File: config.mk
export PLATFORM = sky130hd
export DESIGN_NAME = bitmap_block_allocator_core
export DESIGN_NICKNAME = d
export VERILOG_FILES = /design/src/hdl/bba_pkg.sv /design/src/hdl/bba_ram.sv /design/src/hdl/bitmap_block_allocator_core.sv
export SDC_FILE = /design/constraint.sdc
export NUM_CORES = 2
export LEC_CHECK = 0
export BUFFER_PORTS_ARGS = -buffer_cell sky130_fd_sc_hd__buf_4
export CAP_MARGIN = 20
export CORE_AREA = 8 8 302 304
export CTS_CLUSTER_SIZE = 25
export DETAILED_ROUTE_END_ITERATION = 12
export DIE_AREA = 0 0 310 312
export PLACE_DENSITY = 0.73
export SYNTH_ARGS = -nofsm -noshare
export SYNTH_HDL_FRONTEND = slang
export SYNTH_SLANG_ARGS = --single-unit
File: constraint.sdc
create_clock -name clk_i -period 9.4 [get_ports clk_i]
set_clock_uncertainty 0.15 [all_clocks]
set_input_delay 0.47 -clock clk_i [delete_from_list [all_inputs] [get_ports clk_i]]
set_output_delay 0.47 -clock clk_i [all_outputs]
set_load 0.02 [all_outputs]
File: src/hdl/bba_pkg.sv
package bba_pkg;

  localparam int MAP_BITS   = 1024;
  localparam int INDEX_SPAN = 1024;
  localparam int IDX_W      = 10;
  localparam int REG_W      = 11;
  localparam int CFG_IDX_W  = 2;

  localparam int WORD_W  = 32;
  localparam int WORD_AW = $clog2(WORD_W);
  localparam int ROWS    = (MAP_BITS + WORD_W - 1) / WORD_W;
  localparam int ROW_AW  = (ROWS > 1) ? $clog2(ROWS) : 1;
  localparam int TROW_W  = REG_W - WORD_AW;
  localparam int CMP_W   = (ROW_AW > TROW_W) ? ROW_AW : TROW_W;
  localparam int SCAN_W  = $clog2(INDEX_SPAN / WORD_W + 1);
  localparam int LIM_MAX = (MAP_BITS < INDEX_SPAN) ? MAP_BITS : INDEX_SPAN;

  typedef enum logic [1:0] {
    CMD_FORMAT = 2'd0,
    CMD_ALLOC  = 2'd1,
    CMD_FREE   = 2'd2
  } bba_cmd_e;

  typedef enum logic [1:0] {
    ST_OK         = 2'd0,
    ST_ALLOC_FAIL = 2'd1,
    ST_FREE_RANGE = 2'd2
  } bba_status_e;

  typedef enum logic [CFG_IDX_W-1:0] {
    CFG_TOTAL = 2'd0,
    CFG_FLOOR = 2'd1
  } bba_cfg_e;

  typedef enum logic [2:0] {
    S_IDLE,
    S_SWEEP,
    S_SCAN,
    S_FREE_RD,
    S_FREE_WR
  } bba_state_e;

  typedef struct packed {
    logic [1:0]       cmd;
    logic [IDX_W-1:0] block_index;
  } bba_req_t;

  typedef struct packed {
    logic [IDX_W-1:0] granted_index;
    logic [1:0]       status;
  } bba_rsp_t;

  // bits of a row whose global index lies below top
  function automatic logic [WORD_W-1:0] row_mask(input logic [CMP_W-1:0] row,
                                                 input logic [REG_W-1:0] top);
    logic [CMP_W-1:0]  trow;
    logic [WORD_W-1:0] m;
    trow = CMP_W'(top[REG_W-1:WORD_AW]);
    if (row < trow) begin
      m = '1;
    end else if (row == trow) begin
      m = (WORD_W'(1) << top[WORD_AW-1:0]) - WORD_W'(1);
    end else begin
      m = '0;
    end
    return m;
  endfunction

  // position of the lowest set bit
  function automatic logic [WORD_AW-1:0] find_low(input logic [WORD_W-1:0] f);
    logic [WORD_W-1:0]  iso;
    logic [WORD_AW-1:0] pos;
    iso = f & (~f + WORD_W'(1));
    pos = '0;
    for (int j = 0; j < WORD_W; j++) begin
      if (iso[j]) begin
        pos = pos | WORD_AW'(j);
      end
    end
    return pos;
  endfunction

endpackage

File: src/hdl/bba_ram.sv
module bba_ram #(
  parameter int WIDTH = 32,
  parameter int DEPTH = 32,
  parameter int AW    = (DEPTH > 1) ? $clog2(DEPTH) : 1
) (
  input  logic             clk_i,
  input  logic             we_i,
  input  logic [AW-1:0]    waddr_i,
  input  logic [WIDTH-1:0] wdata_i,
  input  logic             re_i,
  input  logic [AW-1:0]    raddr_i,
  output logic [WIDTH-1:0] rdata_o
);

  logic [WIDTH-1:0] mem_q [DEPTH];
  logic [WIDTH-1:0] rdata_q;

  always_ff @(posedge clk_i) begin
    if (we_i) begin
      mem_q[waddr_i] <= wdata_i;
    end
    if (re_i) begin
      rdata_q <= mem_q[raddr_i];
    end
  end

  assign rdata_o = rdata_q;

endmodule

File: src/hdl/bitmap_block_allocator_core.sv
// format: one map row written per cycle, then the result
// allocate: one 32-bit row per cycle, answered straight from idle with no usable block
// free: read-modify-write of one row, answered straight from idle when out of range
// one request at a time; busy stays high until the result strobe, results cannot stall
// reset: asynchronous active low, then a clearing pass over all map rows with busy high
module bitmap_block_allocator_core
  import bba_pkg::*;
(
  input  logic                 clk_i,
  input  logic                 rst_ni,
  input  logic                 start,
  output logic                 busy,
  input  bba_req_t             req_i,
  output logic                 done_o,
  output bba_rsp_t             rsp_o,
  input  logic                 cfg_valid_i,
  output logic                 cfg_ready_o,
  input  logic [CFG_IDX_W-1:0] cfg_index_i,
  input  logic [REG_W-1:0]     cfg_data_i
);

  bba_state_e state_q, state_d;

  logic [REG_W-1:0]  total_q, floor_q;
  logic [ROW_AW-1:0] sweep_row_q;
  logic [REG_W-1:0]  sweep_top_q;
  logic              sweep_rsp_q;
  logic [SCAN_W-1:0] scan_row_q, chk_row_q;
  logic              rd_pend_q;
  logic [IDX_W-1:0]  blk_q;
  logic              done_q, done_d;
  bba_rsp_t          rsp_q, rsp_d;

  logic              accept;
  logic [REG_W-1:0]  lim, fmt_top;
  logic [SCAN_W-1:0] nrows;
  logic              free_ok, sweep_last, chk_last;
  logic [WORD_W-1:0] free_bits;
  logic              hit;
  logic [WORD_AW-1:0] hit_pos;
  logic [REG_W-1:0]  hit_idx;
  logic [ROW_AW-1:0] blk_row;

  logic              ram_we, ram_re;
  logic [ROW_AW-1:0] ram_waddr, ram_raddr;
  logic [WORD_W-1:0] ram_wdata, ram_rdata;

  assign accept      = start && !busy;
  assign busy        = (state_q != S_IDLE);
  assign cfg_ready_o = 1'b1;
  assign done_o      = done_q;
  assign rsp_o       = rsp_q;

  always_comb begin
    lim = total_q;
    if (32'(total_q) > LIM_MAX) begin
      lim = REG_W'(LIM_MAX);
    end
    fmt_top = floor_q;
    if (32'(floor_q) > MAP_BITS) begin
      fmt_top = REG_W'(MAP_BITS);
    end
  end

  assign nrows      = SCAN_W'((lim + REG_W'(WORD_W - 1)) >> WORD_AW);
  assign free_ok    = ({1'b0, req_i.block_index} >= floor_q) &&
                      ({1'b0, req_i.block_index} < lim);
  assign sweep_last = (sweep_row_q == ROW_AW'(ROWS - 1));
  assign chk_last   = (chk_row_q == nrows - SCAN_W'(1));
  assign free_bits  = ~ram_rdata & row_mask(CMP_W'(chk_row_q), lim);
  assign hit        = |free_bits;
  assign hit_pos    = find_low(free_bits);
  assign hit_idx    = REG_W'({chk_row_q, hit_pos});
  assign blk_row    = ROW_AW'(blk_q[IDX_W-1:WORD_AW]);

  bba_ram #(
    .WIDTH(WORD_W),
    .DEPTH(ROWS)
  ) u_map (
    .clk_i  (clk_i),
    .we_i   (ram_we),
    .waddr_i(ram_waddr),
    .wdata_i(ram_wdata),
    .re_i   (ram_re),
    .raddr_i(ram_raddr),
    .rdata_o(ram_rdata)
  );

  // next state
  always_comb begin
    state_d = state_q;
    case (state_q)
      S_IDLE: begin
        if (accept) begin
          case (req_i.cmd)
            CMD_FORMAT: state_d = S_SWEEP;
            CMD_ALLOC:  state_d = (lim == '0) ? S_IDLE : S_SCAN;
            CMD_FREE:   state_d = free_ok ? S_FREE_RD : S_IDLE;
            default:    state_d = S_IDLE;
          endcase
        end
      end
      S_SWEEP: begin
        if (sweep_last) begin
          state_d = S_IDLE;
        end
      end
      S_SCAN: begin
        if (rd_pend_q && (hit || chk_last)) begin
          state_d = S_IDLE;
        end
      end
      S_FREE_RD: state_d = S_FREE_WR;
      S_FREE_WR: state_d = S_IDLE;
      default:   state_d = S_IDLE;
    endcase
  end

  // outputs and map access
  always_comb begin
    ram_we    = 1'b0;
    ram_waddr = sweep_row_q;
    ram_wdata = row_mask(CMP_W'(sweep_row_q), sweep_top_q);
    ram_re    = 1'b0;
    ram_raddr = ROW_AW'(scan_row_q);
    done_d    = 1'b0;
    rsp_d     = '{granted_index: '0, status: ST_OK};
    case (state_q)
      S_IDLE: begin
        if (accept) begin
          case (req_i.cmd)
            CMD_FORMAT: ;
            CMD_ALLOC: begin
              if (lim == '0) begin
                done_d       = 1'b1;
                rsp_d.status = ST_ALLOC_FAIL;
              end
            end
            CMD_FREE: begin
              if (!free_ok) begin
                done_d       = 1'b1;
                rsp_d.status = ST_FREE_RANGE;
              end
            end
            default: done_d = 1'b1;
          endcase
        end
      end
      S_SWEEP: begin
        ram_we = 1'b1;
        done_d = sweep_last && sweep_rsp_q;
      end
      S_SCAN: begin
        ram_re = (scan_row_q < nrows);
        if (rd_pend_q) begin
          if (hit) begin
            done_d = 1'b1;
            if (hit_idx < floor_q) begin
              rsp_d.status = ST_ALLOC_FAIL;
            end else begin
              ram_we              = 1'b1;
              ram_waddr           = ROW_AW'(chk_row_q);
              ram_wdata           = ram_rdata | (WORD_W'(1) << hit_pos);
              rsp_d.granted_index = hit_idx[IDX_W-1:0];
            end
          end else if (chk_last) begin
            done_d       = 1'b1;
            rsp_d.status = ST_ALLOC_FAIL;
          end
        end
      end
      S_FREE_RD: begin
        ram_re    = 1'b1;
        ram_raddr = blk_row;
      end
      S_FREE_WR: begin
        ram_we    = 1'b1;
        ram_waddr = blk_row;
        ram_wdata = ram_rdata & ~(WORD_W'(1) << blk_q[WORD_AW-1:0]);
        done_d    = 1'b1;
      end
      default: ;
    endcase
  end

  always_ff @(posedge clk_i or negedge rst_ni) begin
    if (!rst_ni) begin
      state_q     <= S_SWEEP;
      total_q     <= REG_W'(1024);
      floor_q     <= REG_W'(5);
      sweep_row_q <= '0;
      sweep_top_q <= '0;
      sweep_rsp_q <= 1'b0;
      scan_row_q  <= '0;
      chk_row_q   <= '0;
      rd_pend_q   <= 1'b0;
      done_q      <= 1'b0;
    end else begin
      state_q <= state_d;
      done_q  <= done_d;
      if (cfg_valid_i && cfg_ready_o) begin
        case (cfg_index_i)
          CFG_TOTAL: total_q <= cfg_data_i;
          CFG_FLOOR: floor_q <= cfg_data_i;
          default: ;
        endcase
      end
      case (state_q)
        S_IDLE: begin
          if (accept) begin
            sweep_row_q <= '0;
            sweep_top_q <= fmt_top;
            sweep_rsp_q <= 1'b1;
            scan_row_q  <= '0;
            rd_pend_q   <= 1'b0;
          end
        end
        S_SWEEP: sweep_row_q <= sweep_row_q + ROW_AW'(1);
        S_SCAN: begin
          if (ram_re) begin
            scan_row_q <= scan_row_q + SCAN_W'(1);
          end
          rd_pend_q <= ram_re;
          chk_row_q <= scan_row_q;
        end
        default: ;
      endcase
    end
  end

  always_ff @(posedge clk_i) begin
    rsp_q <= rsp_d;
    if (accept) begin
      blk_q <= req_i.block_index;
    end
  end

endmodule

* After elaboration in Yosys (flattened, before gate mapping)
Memories as Yosys holds them, arrays and structs flattened. A register that Yosys moved wholly into a read port is not among the register bits.
Cells that the tools add are included.
** Word-level totals
- Memories kept :: 1
- Register bits :: 78
- RAM bits :: 1024
- Logic and storage cells :: 240
** Memories
- u_map.mem_q :: words 32, width 32, read ports 1, clocked after Yosys merged registers in 1, wr ports 1, line bba_ram.sv:15 : logic [WIDTH-1:0] mem_q [DEPTH];
** Operators by class
- Reductions and logical operators :: 22
- Add/sub/neg operators :: 7
- Equal/unequal tests :: 17
- Bitwise logic cells :: 7
- Order comparisons :: 8
- Mux-type cells :: 161
- Shift-type cells :: 4
** Operators with widths (number)
- 32-bit two-way mux :: 15
- 5-bit two-way mux :: 28
- 1-bit by 5-bit << shifter with 32-bit output (first input constant) :: 4
- 32-bit AND :: 3
- 32-bit NOT :: 3
- 11-bit two-way mux :: 8
- 10-bit two-way mux :: 7
- 32-bit case mux with 2 select lines :: 1
- 32-bit by 2-bit subtractor with 32-bit output (second input constant) :: 2
- 2-bit two-way mux :: 24
- 1-bit two-way mux :: 40
- 3-bit two-way mux :: 12
- 32-bit by 1-bit adder with 32-bit output (second input constant) :: 1
- 4-bit two-way mux :: 8
- 32-bit OR :: 1
- 32-bit OR reduction :: 1
- 12-bit two-way mux :: 2
- 6-bit two-way mux :: 4
- 11-bit greater-than comparator (second input constant) :: 2
- 5-bit case mux with 2 select lines :: 2
- 6-bit equality test :: 2
- 6-bit < comparator :: 2
- 3-bit case mux with 4 select lines :: 1
- 6-bit case mux with 2 select lines :: 1
- other kinds (33) :: 52

* Logic depth before layout (Yosys ltp)
- Depth after elaboration :: 55
- Depth in mapped cells :: 31
- Gate-level depth less buffers :: 23

* Modules after synthesis
From an unflattened synthesis, not the netlist that was laid out.
** Unflattened totals
- Cell total of the unflattened synthesis :: 3350
- Area total of the unflattened synthesis :: 49140.9 µm²
** Modules (own cells, without submodules)
- bba_ram :: instances 1, area an instance 40807.9 µm², cells an instance 2260
- bitmap_block_allocator_core :: instances 1, area an instance 8333.0 µm², cells an instance 1090

* Worst setup path before layout
Ideal clock, no wire load.
- Path kind :: register to register
- Start point :: reg total_q[10]
- End point :: mem u_map.mem_q[10][0] (enable)
- Slack :: 0.089 ns
- Cell stages (with the launch flop) :: 29
- Path buffers :: 7
- Data arrival time :: 8.700 ns
- Library setup time :: 0.461 ns
- Clock period less this slack :: 9.311 ns
- Cells stage by stage :: dfstp_2 buf_2 buf_1 inv_1 clkbuf_1 ha_1 nand3_1 a21o_1 buf_2 nand2_1 buf_2 buf_1 o21ai_0 a221oi_1 o211ai_1 a2111oi_0 inv_1 ha_1 a21o_1 a21o_1 a21oi_1 o211ai_1 o21a_1 and3_1 o211a_1 a311o_1 nand2b_1 clkbuf_1 nor3_1
** On the way
- Elaborated cells between the ends (all ways) :: 68
- Classes of those cells :: 2 x add/sub; 3 x order compare; 1 x eq/ne; 1 x shift; 57 x mux; 3 x bitwise; 1 x reduce/logical
** RTL lines
- start, declared :: line bitmap_block_allocator_core.sv:24 : logic [REG_W-1:0] total_q, floor_q;
- start signal, assigned :: line bitmap_block_allocator_core.sv:203 : CFG_TOTAL: total_q <= cfg_data_i;
- 11-bit greater-than comparator :: line bitmap_block_allocator_core.sv:56 : if (32'(total_q) > LIM_MAX) begin
- 11-bit two-way mux (*) :: line bitmap_block_allocator_core.sv:56
- 1-bit by 5-bit << shifter with 32-bit output :: line bba_pkg.sv:62 : m = (WORD_W'(1) << top[WORD_AW-1:0]) - WORD_W'(1);
- 32-bit by 2-bit subtractor with 32-bit output :: line bba_pkg.sv:62
- 32-bit two-way mux :: line bba_pkg.sv:61 : end else if (row == trow) begin
- 32-bit two-way mux :: line bba_pkg.sv:59 : if (row < trow) begin
- 32-bit two-way mux (*) :: line bba_pkg.sv:59
- 32-bit AND (*) :: line bitmap_block_allocator_core.sv:70 : assign free_bits = ~ram_rdata & row_mask(CMP_W'(chk_row_q), lim);
- [19 not listed]
- net hit_pos[4] :: line bitmap_block_allocator_core.sv:40 : logic [WORD_AW-1:0] hit_pos;
- [5 not listed]
- 1-bit two-way mux :: line bitmap_block_allocator_core.sv:156 : if (hit) begin
- 1-bit two-way mux :: line bitmap_block_allocator_core.sv:155 : if (rd_pend_q) begin
- 1-bit two-way mux :: line bitmap_block_allocator_core.sv:128 : case (state_q)
- 1-bit two-way mux :: line bitmap_block_allocator_core.sv:155
- 1-bit two-way mux :: line bitmap_block_allocator_core.sv:128
- 1-bit case mux with 2 select lines :: line bitmap_block_allocator_core.sv:128
- 1-bit two-way mux :: line bba_ram.sv:19 : if (we_i) begin
- 1-bit two-way mux (implied by the code) :: line bba_ram.sv:20 : mem_q[waddr_i] <= wdata_i;
- end, declared :: line bba_ram.sv:15
Mark *: on every way through the listed nets, which the timed path passes. The rest lies on a longest branch. The select of a mux whose other input is x is not followed.

* Final worst setup path
- Start point :: reg total_q[10]
- End point :: mem u_map.mem_q[8][1] (enable)
The elaborated chain is that of the path after synthesis.

==> impl_metrics.env <==
export IMPL_place_ws_ns=0.539
export IMPL_power_leakage_nw=18.4
export IMPL_area_of_the_core_region_um2=86200
export IMPL_post_synth_inst_count=3057
export IMPL_synth_largest_area_cell="edfxtp_1"
export IMPL_post_layout_nonfiller_instances=4402
export IMPL_synth_top_area_share_pct=65.9
export IMPL_fin_ws_ns=0.516
export IMPL_synth_seq_cells=1134
export IMPL_worst_hold_path_type="in2reg"
export IMPL_antenna_found_initial=5
export IMPL_synthesis_nets=3141
export IMPL_overflow=0
export IMPL_grt_start_max_net_pins=137
export IMPL_routed_wl_um=131000
export IMPL_tritoncts="built"
export IMPL_drc=0
export IMPL_place_gp_congestion=0.956
export IMPL_first_global_vias=29500
export IMPL_clk_latency_ns=0.70
export IMPL_report_power_total_w=0.0191
export IMPL_slew_viols_final=0
export IMPL_cp_required_ns=9.63
export IMPL_crit_fanout=27
export IMPL_place_port_buffers=42
export IMPL_design_die_area_um2=96700
export IMPL_clock_path_buffers=3
export IMPL_first_pass_iters=6
export IMPL_area_growth_pct=12.9
export IMPL_post_route_cells_drive_above_1_share_pct=20.5
export IMPL_hold_viol_final=0
export IMPL_outcome="finished clean"
export IMPL_cts_htree_levels=3
export IMPL_num_fill_cells=5972
export IMPL_synth_cell_type_count=97
export IMPL_syn_warnings=0
export IMPL_post_drt_via_cell_ratio=6.61
export IMPL_drtAntennaViolNets=0
export IMPL_timing_critical_path_to_type="flop"
export IMPL_cp_arrival_ns=9.11
export IMPL_cts_sink_count=1134
export IMPL_post_synth_main_area_contributors="edfxtp_1, mux4_2, nand2_1"
export IMPL_final_period_minus_worst_setup_slack_ns=8.88
export IMPL_floorplan_rows=108
export IMPL_clock_root_buffer="clkbuf_16"
export IMPL_syn_mean_instance_area_um2=15.9
export IMPL_postCtsSetupBuffers=0
export IMPL_fin_tns_setup_ns=0
export IMPL_grt_usage_pct=27.1
export IMPL_wl_per_cell_um=29.8
export IMPL_power_ir_vdd_worst_mv=0.280
export IMPL_slew_headroom_pct=20.4
export IMPL_maxCapViolations=0
export IMPL_dpl_hpwl_um=82600
export IMPL_final_util_pct=63.6
export IMPL_synthMostInstantiatedCell="edfxtp_1"
export IMPL_flip_flop_cell_with_the_highest_count_after_synthesis="edfxtp_1"
export IMPL_ys_seq_area_share_pct=69.2
export IMPL_nets=3251
export IMPL_async_reset_ff_share_pct=4.94
export IMPL_timing_worst_slew_pin_value_ns=1.19
export IMPL_die_w_um=310
export IMPL_fmax_mhz=113
export IMPL_final_min_period_over_clock_period_pct=94.5
export IMPL_i_o_pins=44
export IMPL_antenna_diode_count=0
export IMPL_path_class="reg2reg"
export IMPL_cts_buffers_inserted=108
export IMPL_initial_utilization_pct=56.4
export IMPL_clk_transition_reported_paths_ns=0.06
export IMPL_count_of_flip_flops_with_a_built_in_enable_after_synthesis=1066
export IMPL_vias=29100
export IMPL_synth_common_cells="edfxtp_1, nand2_1, mux4_2, nand3_1, o21ai_0"
export IMPL_die_h_um=312
export IMPL_global_route_wire_length_before_repair_um=195000
export IMPL_startpoint_type="flop"
export IMPL_setup_repair_after_global_routing_missed_its_margin="no"
export IMPL_netlist_area_before_placement_um2=48600
export IMPL_final_setup_violating_endpoints=0
export IMPL_initialDrtViolationCount=3627
export IMPL_numPlacedInstances=4189
export IMPL_power_density_nw_per_um2=348
-- worst max-delay path, stage by stage, from the launching register on --
cell and delay [ns]:
dfstp_2 0.86, inv_1 0.32, nand2_1 0.23, ha_1 0.32, a21oi_1 0.33, a21o_1 0.40, nand2_1 0.44, buf_4 0.33
o31a_1 0.11, a2bb2oi_1 0.19, a221oi_1 0.60, o211ai_1 0.15, a2111oi_1 0.44, buf_4 0.25, inv_1 0.06, ha_1 0.30
a21o_1 0.12, a21o_1 0.11, a21oi_1 0.06, o211ai_1 0.32, o21a_1 0.26, and3_1 0.21, o21ai_1 0.17, a311o_1 0.45
or2_1 0.53, nor3_4 0.56, buf_12 0.28
-- cells by family after synthesis --
kind of cell	count (synthesis)	share of synthesized area, %
flops	1134	69.2
simple gates	923	8.99
compound gates	418	5.75
mux	283	12.5
buf+inv	227	1.84
fa+ha+maj	55	1.42
xor+xnor	16	0.288
other cells	1	0.00772
-- registers in the layout, indices dropped and copies added (netlist names), 3 cells and up --
signal / flops
u_map.mem_q: 1024
u_map.rdata_o: 32
rsp_o: 12
floor_q: 11
sweep_top_q: 11
total_q: 11
blk_q: 10
chk_row_q: 6
scan_row_q: 6
sweep_row_q: 5
state_q: 3
-- what timing repair did --
item                                   4_1_cts  5_1_grt
setup endpoints to repair                    0       23
hold buffers                                22        0
gates resized for setup                      0        2
endpoints found under the hold margin       84        0
-- stage by stage --
stage	cell area, um^2	hold slack (ns)
after floorplan	48600	0.0244
after global placement	51200	0.304
after detailed placement	51200	0.329
after CTS	54800	0.0327
after global routing	54900	0.0707
final	54900	0.0661
-- power breakdown --
| group | internal (W) | leakage, nW | switching, W | total, W |
|---|---|---|---|---|
| registers | 0.00758 | 10.2 | 0.000323 | 0.00790 |
| logic | 0.00214 | 6.49 | 0.00485 | 0.00699 |
| clock network | 0.00234 | 1.65 | 0.00183 | 0.00417 |
| total | 0.0121 | 18.4 | 0.00701 | 0.0191 |
-- layout by cell type, fill, tap and decap left out, types with 16 or more instances in the layout --
cell type,Yosys,routed
a21oi_1,77,76
nand2b_1,16,16
nand4_1,18,18
mux2_2,18,18
nand3_1,202,202
mux4_2,256,256
clkbuf_1,111,21
nand2_1,423,420
clkbuf_16,0,110
buf_12,0,31
buf_4,4,123
clkinv_2,0,17
and3_1,16,16
dlygate4sd3_1,0,22
ha_1,55,55
dfrtp_1,52,52
nor3_1,44,20
edfxtp_1,1066,1066
inv_1,47,47
nor2b_1,16,16
o211ai_1,17,17
clkinv_1,2,27
a21o_1,21,21
o21ai_0,127,121
nor2_1,89,88
o31ai_1,17,16
nor3_2,9,25
-- metal layers --
metal	GRT usage [%]	share of wire, %	up-vias
li1	-	-	12300
met4	10.2	4.2	0
met5	0	0	-
met1	36.5	38	14900
met2	44.0	49	1540
met3	5.39	9.0	301
-- worst paths after layout --
path                                                  from                          end  slack, ns  cells past startpoint
worst min register to register  sweep_top_q[8]$_DFFE_PN0P_   sweep_top_q[8]$_DFFE_PN0P_       0.34                      2
max in group asynchronous                           rst_ni      sweep_rsp_q$_DFFE_PN0P_       8.34                      2
worst min-delay path                             req_i[11]       state_q[0]$_DFFE_PN1P_       0.07                      3
worst max-delay path               total_q[10]$_DFFE_PN1P_  u_map.mem_q[8][1]$_DFFE_PP_       0.52                     26
min in group asynchronous                           rst_ni       total_q[0]$_DFFE_PN0P_       0.26                      2
worst max register to register     total_q[10]$_DFFE_PN1P_  u_map.mem_q[8][1]$_DFFE_PP_       0.52                     26
-- layout make-up --
class                   instances  area [um^2]  share of cell area [%]
clock inverters                57          510                   0.931
repair buffers                177         1790                    3.27
flip-flops and latches       1134        33700                    61.4
well taps                    1155         1450                    2.63
multi-input cells            1696        14400                    26.3
inverters                      50          188                   0.342
clock buffers                 133         2860                    5.21
Note: power is estimated with default switching activity, not from simulation.
